==> src/design/b6rm_pkg.sv <==
// Package for the base-6 to radix-m converter.
// Holds the sequencer state type, radix and character constants and the digit-to-ASCII map.
// No dependencies.
`timescale 1ns / 1ps

package b6rm_pkg;

	// Source radix and limits of the output radix
	localparam int unsigned SRC_RADIX  = 6;
	localparam int unsigned RADIX_W    = 5;
	localparam int unsigned RADIX_MIN  = 2;
	localparam int unsigned RADIX_MAX  = 20;
	localparam int unsigned RADIX_RST  = 10;
	localparam int unsigned DEC_BASE   = 10;

	// Default sizing
	localparam int unsigned VALUE_LIMIT_DEF    = 1000000;
	localparam int unsigned MAX_OUT_DIGITS_DEF = 20;

	// ASCII bases
	localparam logic [6:0] CHAR_ZERO  = 7'h30;
	localparam logic [6:0] CHAR_ALPHA = 7'h41;

	// Sequencer states
	typedef enum logic [2:0] {
		S_ACC,   // taking digits
		S_MUL,   // dividend times reciprocal
		S_QR,    // quotient estimate times radix
		S_REM,   // remainder, correction, buffer write
		S_RD,    // buffer read issued
		S_LD,    // load character into output register
		S_ERR    // load error word
	} state_t;

	// Digit value 0..19 to ASCII '0'-'9', 'A'-'J'
	function automatic logic [6:0] char_of(input logic [RADIX_W-1:0] d);
		logic [6:0] d7;
		d7 = {2'b00, d};
		if (d7 < 7'(DEC_BASE)) begin
			return CHAR_ZERO + d7;
		end else begin
			return CHAR_ALPHA + (d7 - 7'(DEC_BASE));
		end
	endfunction

endpackage

==> src/design/b6rm_ram.sv <==
// Generic single-write, single-read RAM with registered read data.
// No dependencies.
`timescale 1ns / 1ps

module b6rm_ram #(
	parameter int unsigned WIDTH  = 5,
	parameter int unsigned DEPTH  = 20,
	parameter int unsigned ADDR_W = (DEPTH > 1) ? $clog2(DEPTH) : 1
) (
	input  logic              clk,
	input  logic              we,
	input  logic [ADDR_W-1:0] waddr,
	input  logic [WIDTH-1:0]  wdata,
	input  logic              re,
	input  logic [ADDR_W-1:0] raddr,
	output logic [WIDTH-1:0]  rdata
);

	logic [WIDTH-1:0] mem_q [DEPTH];

	// write port
	always_ff @(posedge clk) begin
		if (we) begin
			mem_q[waddr] <= wdata;
		end
	end

	// registered read port
	always_ff @(posedge clk) begin
		if (re) begin
			rdata <= mem_q[raddr];
		end
	end

endmodule

==> src/design/base6_to_radix_m_converter_top.sv <==
// A digit without the last mark is taken in S_ACC; the input is ready again next cycle.
// A last digit: per output digit, S_MUL, S_QR and S_REM use the shared reciprocal multiplier,
// then each character is read back from the remainder buffer in S_RD and S_LD
// (S_LD waits under backpressure). An overflowed number loads its error word in S_ERR.
// Reset (arst_n low, asynchronous): sequencer idle, value and overflow cleared, radix 10,
// no word on the output. The remainder buffer is not cleared.
`timescale 1ns / 1ps

module base6_to_radix_m_converter_top
	import b6rm_pkg::*;
#(
	parameter int unsigned VALUE_LIMIT    = VALUE_LIMIT_DEF,
	parameter int unsigned MAX_OUT_DIGITS = MAX_OUT_DIGITS_DEF
) (
	input  logic               clk,
	input  logic               arst_n,
	// configuration: out_radix
	input  logic               cfg_we,
	input  logic [RADIX_W-1:0] cfg_wdata,
	// input stream
	input  logic               s_tvalid,
	output logic               s_tready,
	input  logic [7:0]         s_tdata,   // [2:0] digit, [7:3] zero
	input  logic               s_tlast,   // final_digit
	// output stream
	output logic               m_tvalid,
	input  logic               m_tready,
	output logic [7:0]         m_tdata,   // [6:0] out_char, [7] zero
	output logic               m_tlast,   // end_of_run
	output logic               m_tuser    // [0] too_large
);

	localparam int unsigned LIM_W = (VALUE_LIMIT > 1) ? $clog2(VALUE_LIMIT) : 1;
	localparam int unsigned ACC_W = (LIM_W > RADIX_W) ? LIM_W : RADIX_W;
	localparam int unsigned MUL_W = ACC_W + 3;
	localparam int unsigned RCP_W = ACC_W + RADIX_W;
	localparam int unsigned PRD_W = ACC_W + RCP_W;
	localparam int unsigned CNT_W = $clog2(MAX_OUT_DIGITS + 1);
	localparam int unsigned AW    = (MAX_OUT_DIGITS > 1) ? $clog2(MAX_OUT_DIGITS) : 1;

	state_t state_q, state_nx;

	logic [RADIX_W-1:0] radix_cfg_q;
	logic [RADIX_W-1:0] radix_eff;
	logic [ACC_W-1:0]   acc_q;
	logic               ovf_q;
	logic [CNT_W-1:0]   cnt_q;
	logic [AW-1:0]      idx_q;
	logic [PRD_W-1:0]   prod_q;
	logic [ACC_W-1:0]   quo_q;
	logic [ACC_W-1:0]   qr_q;

	logic               out_valid_q;
	logic [6:0]         out_char_q;
	logic               out_last_q;
	logic               out_err_q;

	logic [RCP_W-1:0]   recip_tab [32];

	logic               in_acc;
	logic [MUL_W-1:0]   acc_ext;
	logic [MUL_W-1:0]   acc_mul6;
	logic               hit_limit;
	logic               ovf_nx;
	logic [ACC_W-1:0]   acc_nx;
	logic [ACC_W-1:0]   quo_est;
	logic [ACC_W+RADIX_W-1:0] qr_full;
	logic [ACC_W-1:0]   rem_est;
	logic               rem_fix;
	logic [ACC_W-1:0]   rem_val;
	logic [ACC_W-1:0]   quo_fix;
	logic               div_done;
	logic               out_free;
	logic               ram_we;
	logic               ram_re;
	logic               load_chr;
	logic               load_err;
	logic [RADIX_W-1:0] ram_wdata;
	logic [RADIX_W-1:0] ram_rdata;

	// reciprocal table floor(2^RCP_W / r), built at elaboration
	for (genvar g = 0; g < 32; g++) begin : g_rcp
		if (g >= RADIX_MIN) begin : g_val
			localparam logic [RCP_W-1:0] RV = RCP_W'((64'd1 << RCP_W) / g);
			assign recip_tab[g] = RV;
		end else begin : g_nil
			assign recip_tab[g] = '0;
		end
	end

	// radix clamped to 2..20
	always_comb begin
		radix_eff = radix_cfg_q;
		if (radix_cfg_q < RADIX_W'(RADIX_MIN)) begin
			radix_eff = RADIX_W'(RADIX_MIN);
		end else if (radix_cfg_q > RADIX_W'(RADIX_MAX)) begin
			radix_eff = RADIX_W'(RADIX_MAX);
		end
	end

	// digit accumulation: value*6 + digit, limit check
	assign in_acc    = s_tvalid && s_tready;
	assign acc_ext   = MUL_W'(acc_q);
	assign acc_mul6  = (acc_ext << 2) + (acc_ext << 1) + MUL_W'(s_tdata[2:0]);
	assign hit_limit = acc_mul6 >= MUL_W'(VALUE_LIMIT);
	assign ovf_nx    = ovf_q || hit_limit;
	assign acc_nx    = (ovf_q || hit_limit) ? acc_q : acc_mul6[ACC_W-1:0];

	// division datapath: estimate, back-multiply, correct once
	assign quo_est  = prod_q[PRD_W-1:RCP_W];
	assign qr_full  = (ACC_W+RADIX_W)'(quo_est) * (ACC_W+RADIX_W)'(radix_eff);
	assign rem_est  = acc_q - qr_q;
	assign rem_fix  = rem_est >= ACC_W'(radix_eff);
	assign rem_val  = rem_fix ? (rem_est - ACC_W'(radix_eff)) : rem_est;
	assign quo_fix  = quo_q + ACC_W'(rem_fix);
	assign div_done = (quo_fix == '0) || (cnt_q == CNT_W'(MAX_OUT_DIGITS - 1));
	assign ram_wdata = rem_val[RADIX_W-1:0];

	assign out_free = !out_valid_q || m_tready;

	// next state
	always_comb begin
		state_nx = state_q;
		unique case (state_q)
			S_ACC: begin
				if (in_acc && s_tlast) begin
					state_nx = ovf_nx ? S_ERR : S_MUL;
				end
			end
			S_MUL: state_nx = S_QR;
			S_QR:  state_nx = S_REM;
			S_REM: state_nx = div_done ? S_RD : S_MUL;
			S_RD:  state_nx = S_LD;
			S_LD: begin
				if (out_free) begin
					state_nx = (idx_q == '0) ? S_ACC : S_RD;
				end
			end
			S_ERR: begin
				if (out_free) begin
					state_nx = S_ACC;
				end
			end
			default: state_nx = S_ACC;
		endcase
	end

	// sequencer outputs
	always_comb begin
		s_tready = 1'b0;
		ram_we   = 1'b0;
		ram_re   = 1'b0;
		load_chr = 1'b0;
		load_err = 1'b0;
		unique case (state_q)
			S_ACC: s_tready = 1'b1;
			S_REM: ram_we   = 1'b1;
			S_RD:  ram_re   = 1'b1;
			S_LD:  load_chr = out_free;
			S_ERR: load_err = out_free;
			S_MUL, S_QR: ;
			default: ;
		endcase
	end

	// control registers
	always_ff @(posedge clk or negedge arst_n) begin
		if (!arst_n) begin
			state_q     <= S_ACC;
			radix_cfg_q <= RADIX_W'(RADIX_RST);
			acc_q       <= '0;
			ovf_q       <= 1'b0;
			cnt_q       <= '0;
			idx_q       <= '0;
			out_valid_q <= 1'b0;
		end else begin
			state_q <= state_nx;
			if (cfg_we) begin
				radix_cfg_q <= cfg_wdata;
			end
			// accumulate, start a number
			if (in_acc) begin
				if (s_tlast) begin
					acc_q <= ovf_nx ? '0 : acc_nx;
					ovf_q <= 1'b0;
					cnt_q <= '0;
				end else begin
					acc_q <= acc_nx;
					ovf_q <= ovf_nx;
				end
			end
			// one remainder per pass
			if (ram_we) begin
				acc_q <= div_done ? '0 : quo_fix;
				cnt_q <= cnt_q + CNT_W'(1);
				if (div_done) begin
					idx_q <= cnt_q[AW-1:0];
				end
			end
			if (load_chr && (idx_q != '0)) begin
				idx_q <= idx_q - AW'(1);
			end
			// output word register
			if (load_chr || load_err) begin
				out_valid_q <= 1'b1;
			end else if (m_tready) begin
				out_valid_q <= 1'b0;
			end
		end
	end

	// shared multiplier datapath and output payload
	always_ff @(posedge clk) begin
		if (state_q == S_MUL) begin
			prod_q <= PRD_W'(acc_q) * PRD_W'(recip_tab[radix_eff]);
		end
		if (state_q == S_QR) begin
			quo_q <= quo_est;
			qr_q  <= qr_full[ACC_W-1:0];
		end
		if (load_chr) begin
			out_char_q <= char_of(ram_rdata);
			out_last_q <= idx_q == '0;
			out_err_q  <= 1'b0;
		end else if (load_err) begin
			out_char_q <= '0;
			out_last_q <= 1'b1;
			out_err_q  <= 1'b1;
		end
	end

	// remainder buffer
	b6rm_ram #(
		.WIDTH (RADIX_W),
		.DEPTH (MAX_OUT_DIGITS),
		.ADDR_W(AW)
	) u_buf (
		.clk  (clk),
		.we   (ram_we),
		.waddr(cnt_q[AW-1:0]),
		.wdata(ram_wdata),
		.re   (ram_re),
		.raddr(idx_q),
		.rdata(ram_rdata)
	);

	assign m_tvalid = out_valid_q;
	assign m_tdata  = {1'b0, out_char_q};
	assign m_tlast  = out_last_q;
	assign m_tuser  = out_err_q;

`ifndef SYNTH
	// buffer fill never runs past its depth
	a_cnt_range: assert property (@(posedge clk) disable iff (!arst_n)
		cnt_q <= CNT_W'(MAX_OUT_DIGITS))
		else $error("digit count beyond buffer depth");

	// corrected remainder is a valid digit of the radix
	a_rem_range: assert property (@(posedge clk) disable iff (!arst_n)
		ram_we |-> (rem_val < ACC_W'(radix_eff)))
		else $error("remainder not below radix");

	// an error word is always the last and carries no character
	a_err_word: assert property (@(posedge clk) disable iff (!arst_n)
		(m_tvalid && m_tuser) |-> (m_tlast && (m_tdata == 8'd0)))
		else $error("malformed error word");

	// a last digit closes the input until the number is emitted
	a_busy: assert property (@(posedge clk) disable iff (!arst_n)
		(s_tvalid && s_tready && s_tlast) |=> !s_tready)
		else $error("input open straight after last digit");

	// running value stays below the limit
	a_acc_lim: assert property (@(posedge clk) disable iff (!arst_n)
		(state_q == S_ACC) |-> (MUL_W'(acc_q) < MUL_W'(VALUE_LIMIT)))
		else $error("accumulated value at or above limit");
`endif

endmodule

==> config.mk <==
export PLATFORM = sky130hd
export DESIGN_NAME = base6_to_radix_m_converter_top
export DESIGN_NICKNAME = d
export VERILOG_FILES = /design/src/design/b6rm_pkg.sv /design/src/design/b6rm_ram.sv /design/src/design/base6_to_radix_m_converter_top.sv
export SDC_FILE = /design/constraint.sdc
export NUM_CORES = 2
export LEC_CHECK = 0
export ABC_AREA = 1
export BUFFER_PORTS_ARGS = -buffer_cell sky130_fd_sc_hd__buf_4
export CAP_MARGIN = 20
export CORE_ASPECT_RATIO = 0.5
export CORE_MARGIN = 2
export CORE_UTILIZATION = 40
export DETAILED_ROUTE_END_ITERATION = 10
export PLACE_DENSITY = 0.66
export SYNTH_ARGS = -nofsm -noshare
export SYNTH_HDL_FRONTEND = slang
export SYNTH_HIERARCHICAL = 1
export SYNTH_SLANG_ARGS = --single-unit
export TNS_END_PERCENT = 10
==> constraint.sdc <==
create_clock -name clk -period 10.7 [get_ports clk]
set_clock_uncertainty 0.2 [all_clocks]
set_input_delay 1.605 -clock clk [delete_from_list [all_inputs] [get_ports clk]]
set_output_delay 1.605 -clock clk [all_outputs]
set_load 0.02 [all_outputs]
==> results by stage <==
Status:
- The flow ran to the end, and the final reports show no timing, DRC or antenna violations.

Timing:
- The number of max-slew violations in the final report is 0.
- For the final routed database, the setup TNS stands at 0 ns.
- For the pin with the worst max-slew slack, the measured transition is 1.045 ns.
- For the finished layout, the period the worst path requires is 9.562 ns.
- Setup repair after global routing left no endpoint under its margin.
- The highest clock frequency the design can meet is 0.1046 GHz.
- The count of endpoints failing setup in the final report is 0.
- The setup slack after layout is 1.138 ns.
- The minimum hold slack is 0.2527 ns.
- The ratio of final minimum period to clock period is 89.36%.
- The worst max-slew margin expressed relative to the limit is 30.36%.
- The hold violation total from the final report was 0.

Clock network:
- The library cell used as clock root buffer is clkbuf_16.
- The clock slew at the register clock pins of the worst setup and hold paths is 0.06 ns.
- The number of buffers added for setup after CTS is 0.
- The total clock sinks is 214.
- In this run, post-CTS hold repair placed 0 buffers.
- Gates resized during post-CTS repair numbered 0.
- TritonCTS built the clock tree.
- At the later pin of the worst-skew pair, clock insertion delay measures 0.55 ns.
- The CTS H-tree depth is 1.
- The total CTS buffers is 25.
- The number of buffers between clock root and the deepest sink is 3.

Flow run:
- Max-cap violations in this run came to 0.

Yosys:
- The leading cell type by number of instances after synthesis is nand2_1.
- The most used flip-flop cell after synthesis is edfxtp_1.
- Counting flops with a built-in enable in the synthesized netlist gives 173.
- Counting every instance in the synthesized netlist gives 3998.
- The synthesized flop and latch total is 214.
- The commonest cells after synthesis are nand2_1, inv_1, nor2_1, fa_1, ha_1.
- The average instance in the mapped netlist occupies 7.996 um2.
- The library cell with the largest summed area after synthesis is fa_1.
- The share of the Yosys chip area taken by registers is 19.45%.
- The Yosys warning count is 6.
- The synthesized design devotes to its leading area cell type 28.81% of total area.
- Sorting the synthesized cells by area gives the leading types as fa_1, edfxtp_1, nand2_1, ha_1, inv_1.
- The post-synthesis instance area is 0.03197 mm2.
- In the synthesized netlist the async set-or-reset flop fraction comes to 18.69%.
- The number of unique standard cell types used by synthesis is 68.
- When the netlist entered floorplanning its net count stood at 4728.

Hold path:
- The worst hold-check path type is flip-flop to flip-flop.
- The cell depth of the worst min-delay path is 2.
- The startpoint identified for the worst hold timing path is m_tuser.
- The worst hold endpoint is m_tuser.

Critical path:
- Data on the critical path arrives at its endpoint at 9.66 ns.
- The master of the slowest instance on the critical path is inv_1.
- The library cell appearing most often on the critical path is inv_1.
- The worst-path maximum fanout is 14.
- The critical path class is flip-flop to flip-flop.
- The data required time at the worst endpoint is 10.80 ns.
- The reg-to-reg setup timing slack is 1.14 ns.
- In this run the critical register-to-register path is captured at prod_q[39].
- The critical path endpoint category is a flip-flop.
- The worst reg2reg path startpoint is radix_cfg_q[3].
- On the worst path, the slowest cell contributes a delay of 0.75 ns.
- The path depth of the worst reg2reg path is 35.
- The type of element launching the critical path is a flip-flop.

Floorplan:
- The starting utilization of the core area is 40.32%.
- The x dimension of the die is 403.8 um.
- Row generation in the floorplan step produced 73 rows.
- The die covers 0.08234 mm2.
- The vertical die dimension is 203.9 um.
- The count of pins on the block boundary is 31.
- The total area inside the core boundary comes to 0.07928 mm2.

Place:
- The detailed-placement wirelength estimate is 72.07 mm.
- Once placement completed, the tool counted placed cells totaling 5001.
- Timing analysis after detailed placement gives a worst setup slack of 1.380 ns.
- The number of I/O port buffers is 24.
- The placer congestion estimate is 0.9775.

Global routing:
- The overall fraction of global-route tracks in use is 22.72%.
- Entering global routing, the biggest net connects 53 pins.
- The aggregate global routing overflow is 0.
- The first global-routing pass estimated 146.5 mm of wire.
- The initial antenna violation count is 1.
- The number of global-route vias before repair is 26866.

Detailed routing:
- The starting DRC count in detailed routing is 2182.
- In the final routed layout, each cell accounts on average for 18.31 um.
- The number of antenna-violating nets in the routed design is 0.
- In the routed design, unresolved DRC markers number 0.
- The detailed router placed 26423 vias in this run.
- For this run, the detailed router's first-pass iteration total came to 6.
- Wires add up to 92.42 mm.
- Dividing the detail-routed via count by the number of cells gives 5.233.

Cells and area:
- In the final layout, the share of cells above drive strength 1 is 4.351%.
- For this run, the number of standard cells in the final layout without fillers is 5049.
- Relative to the synthesized area, the layout overhead comes to 6.603%.
- The net count of the finished layout is 4710.
- Counting the fill cells in the layout gives 7942.
- The total inserted antenna cells is 0.
==> stage by stage <==
| stage | cell area [um2] | util [%] |
|---|---|---|
| detailed placement | 33300 | 42.00 |
| global route | 34080 | 42.99 |
| finish | 34080 | 42.99 |
| CTS | 34040 | 42.93 |
| global placement | 33270 | 41.97 |
| floorplan | 31970 | - |
==> logic make-up (layout without fill, tap and decap cells) <==
family          count (synthesis)  after routing  synth area share [%]
other cells                     1              1               0.01173
simple gates                 1685           1685                 21.73
xor+xnor                       89             89                 2.462
buf+inv                       972            973                 11.87
compound gates                325            325                 5.816
flops                         214            214                 19.45
mux                             1              1               0.03522
fa+ha+maj                     711            711                 38.63
==> state kept, by name (all words and copies together), names as in the netlist <==
name,flops
radix_cfg_q,5
cnt_q,5
qr_q,20
m_tvalid,1
m_tuser,1
m_tlast,1
ovf_q,1
acc_q,20
u_buf/rdata,5
prod_q,20
quo_q,20
out_char_q,7
state_q,3
idx_q,5
u_buf/mem_q,100
==> how the worst max path moves through the flow <==
stage | start | end | depth (start not counted)
global placement | radix_cfg_q[3] | prod_q[39] | 35
detailed placement | radix_cfg_q[3] | prod_q[39] | 35
CTS | radix_cfg_q[3] | prod_q[39] | 35
floorplan | radix_cfg_q[3] | prod_q[39] | 39
finish | radix_cfg_q[3] | prod_q[39] | 35
global route | radix_cfg_q[3] | prod_q[39] | 34
==> area by class of cell <==
class,count,area (um2),share of cell area (%)
repair buffers,80,648.1,1.902
well taps,1050,1314,3.855
inverters,847,3187,9.351
multi-input cells,2812,21970,64.48
flip-flops and latches,214,6218,18.25
clock inverters,15,91.34,0.2680
clock buffers,31,648.1,1.902
==> layout by cell type (no fill, tap or decap), types with 4 or more instances in the layout <==
cell type	n
nand3b_1	5
o21ai_0	83
nand3_1	190
clkinv_1	26
o221ai_1	4
a21oi_1	144
nand2_1	869
and2_1	5
clkinv_2	5
nor2_2	7
edfxtp_1	173
nor3_1	26
o31ai_1	6
nand2_2	5
nor2_1	493
dfrtp_1	38
nand3_2	4
xnor2_1	23
clkbuf_16	25
inv_1	814
o22ai_1	13
o21bai_1	9
or2_2	5
clkbuf_1	6
nor4_1	4
a21o_1	6
o21a_1	15
o21ai_1	13
buf_4	77
inv_2	11
ha_1	251
o211ai_1	11
nand4_1	55
nor3_2	5
xor2_1	65
fa_1	460
==> critical path: cells and delay by family, from the launching register on <==
kind	cells	cell delay [ns]
flip-flops	1	0.61
AND/OR/NAND/NOR	10	1.25
buffers and inverters	9	1.37
AO/OA/AOI/OAI	7	1.79
adder cells (fa/ha/maj)	9	4.06
==> per-layer routing <==
metal | vias to the layer above | part of all wire (%) | wire (um) | GRT usage (%)
met5 | - | 0 | 0 | 0
met4 | 0 | 3.3 | 3016 | 6.970
met3 | 179 | 7.5 | 6934 | 3.263
met2 | 966 | 47 | 43720 | 38.81
met1 | 13040 | 42 | 38750 | 29.95
li1 | 12238 | - | - | -
Power is left out: the tool's default activity adds up to more than one toggle a clock period on the data nets, which glitch-free logic cannot reach.
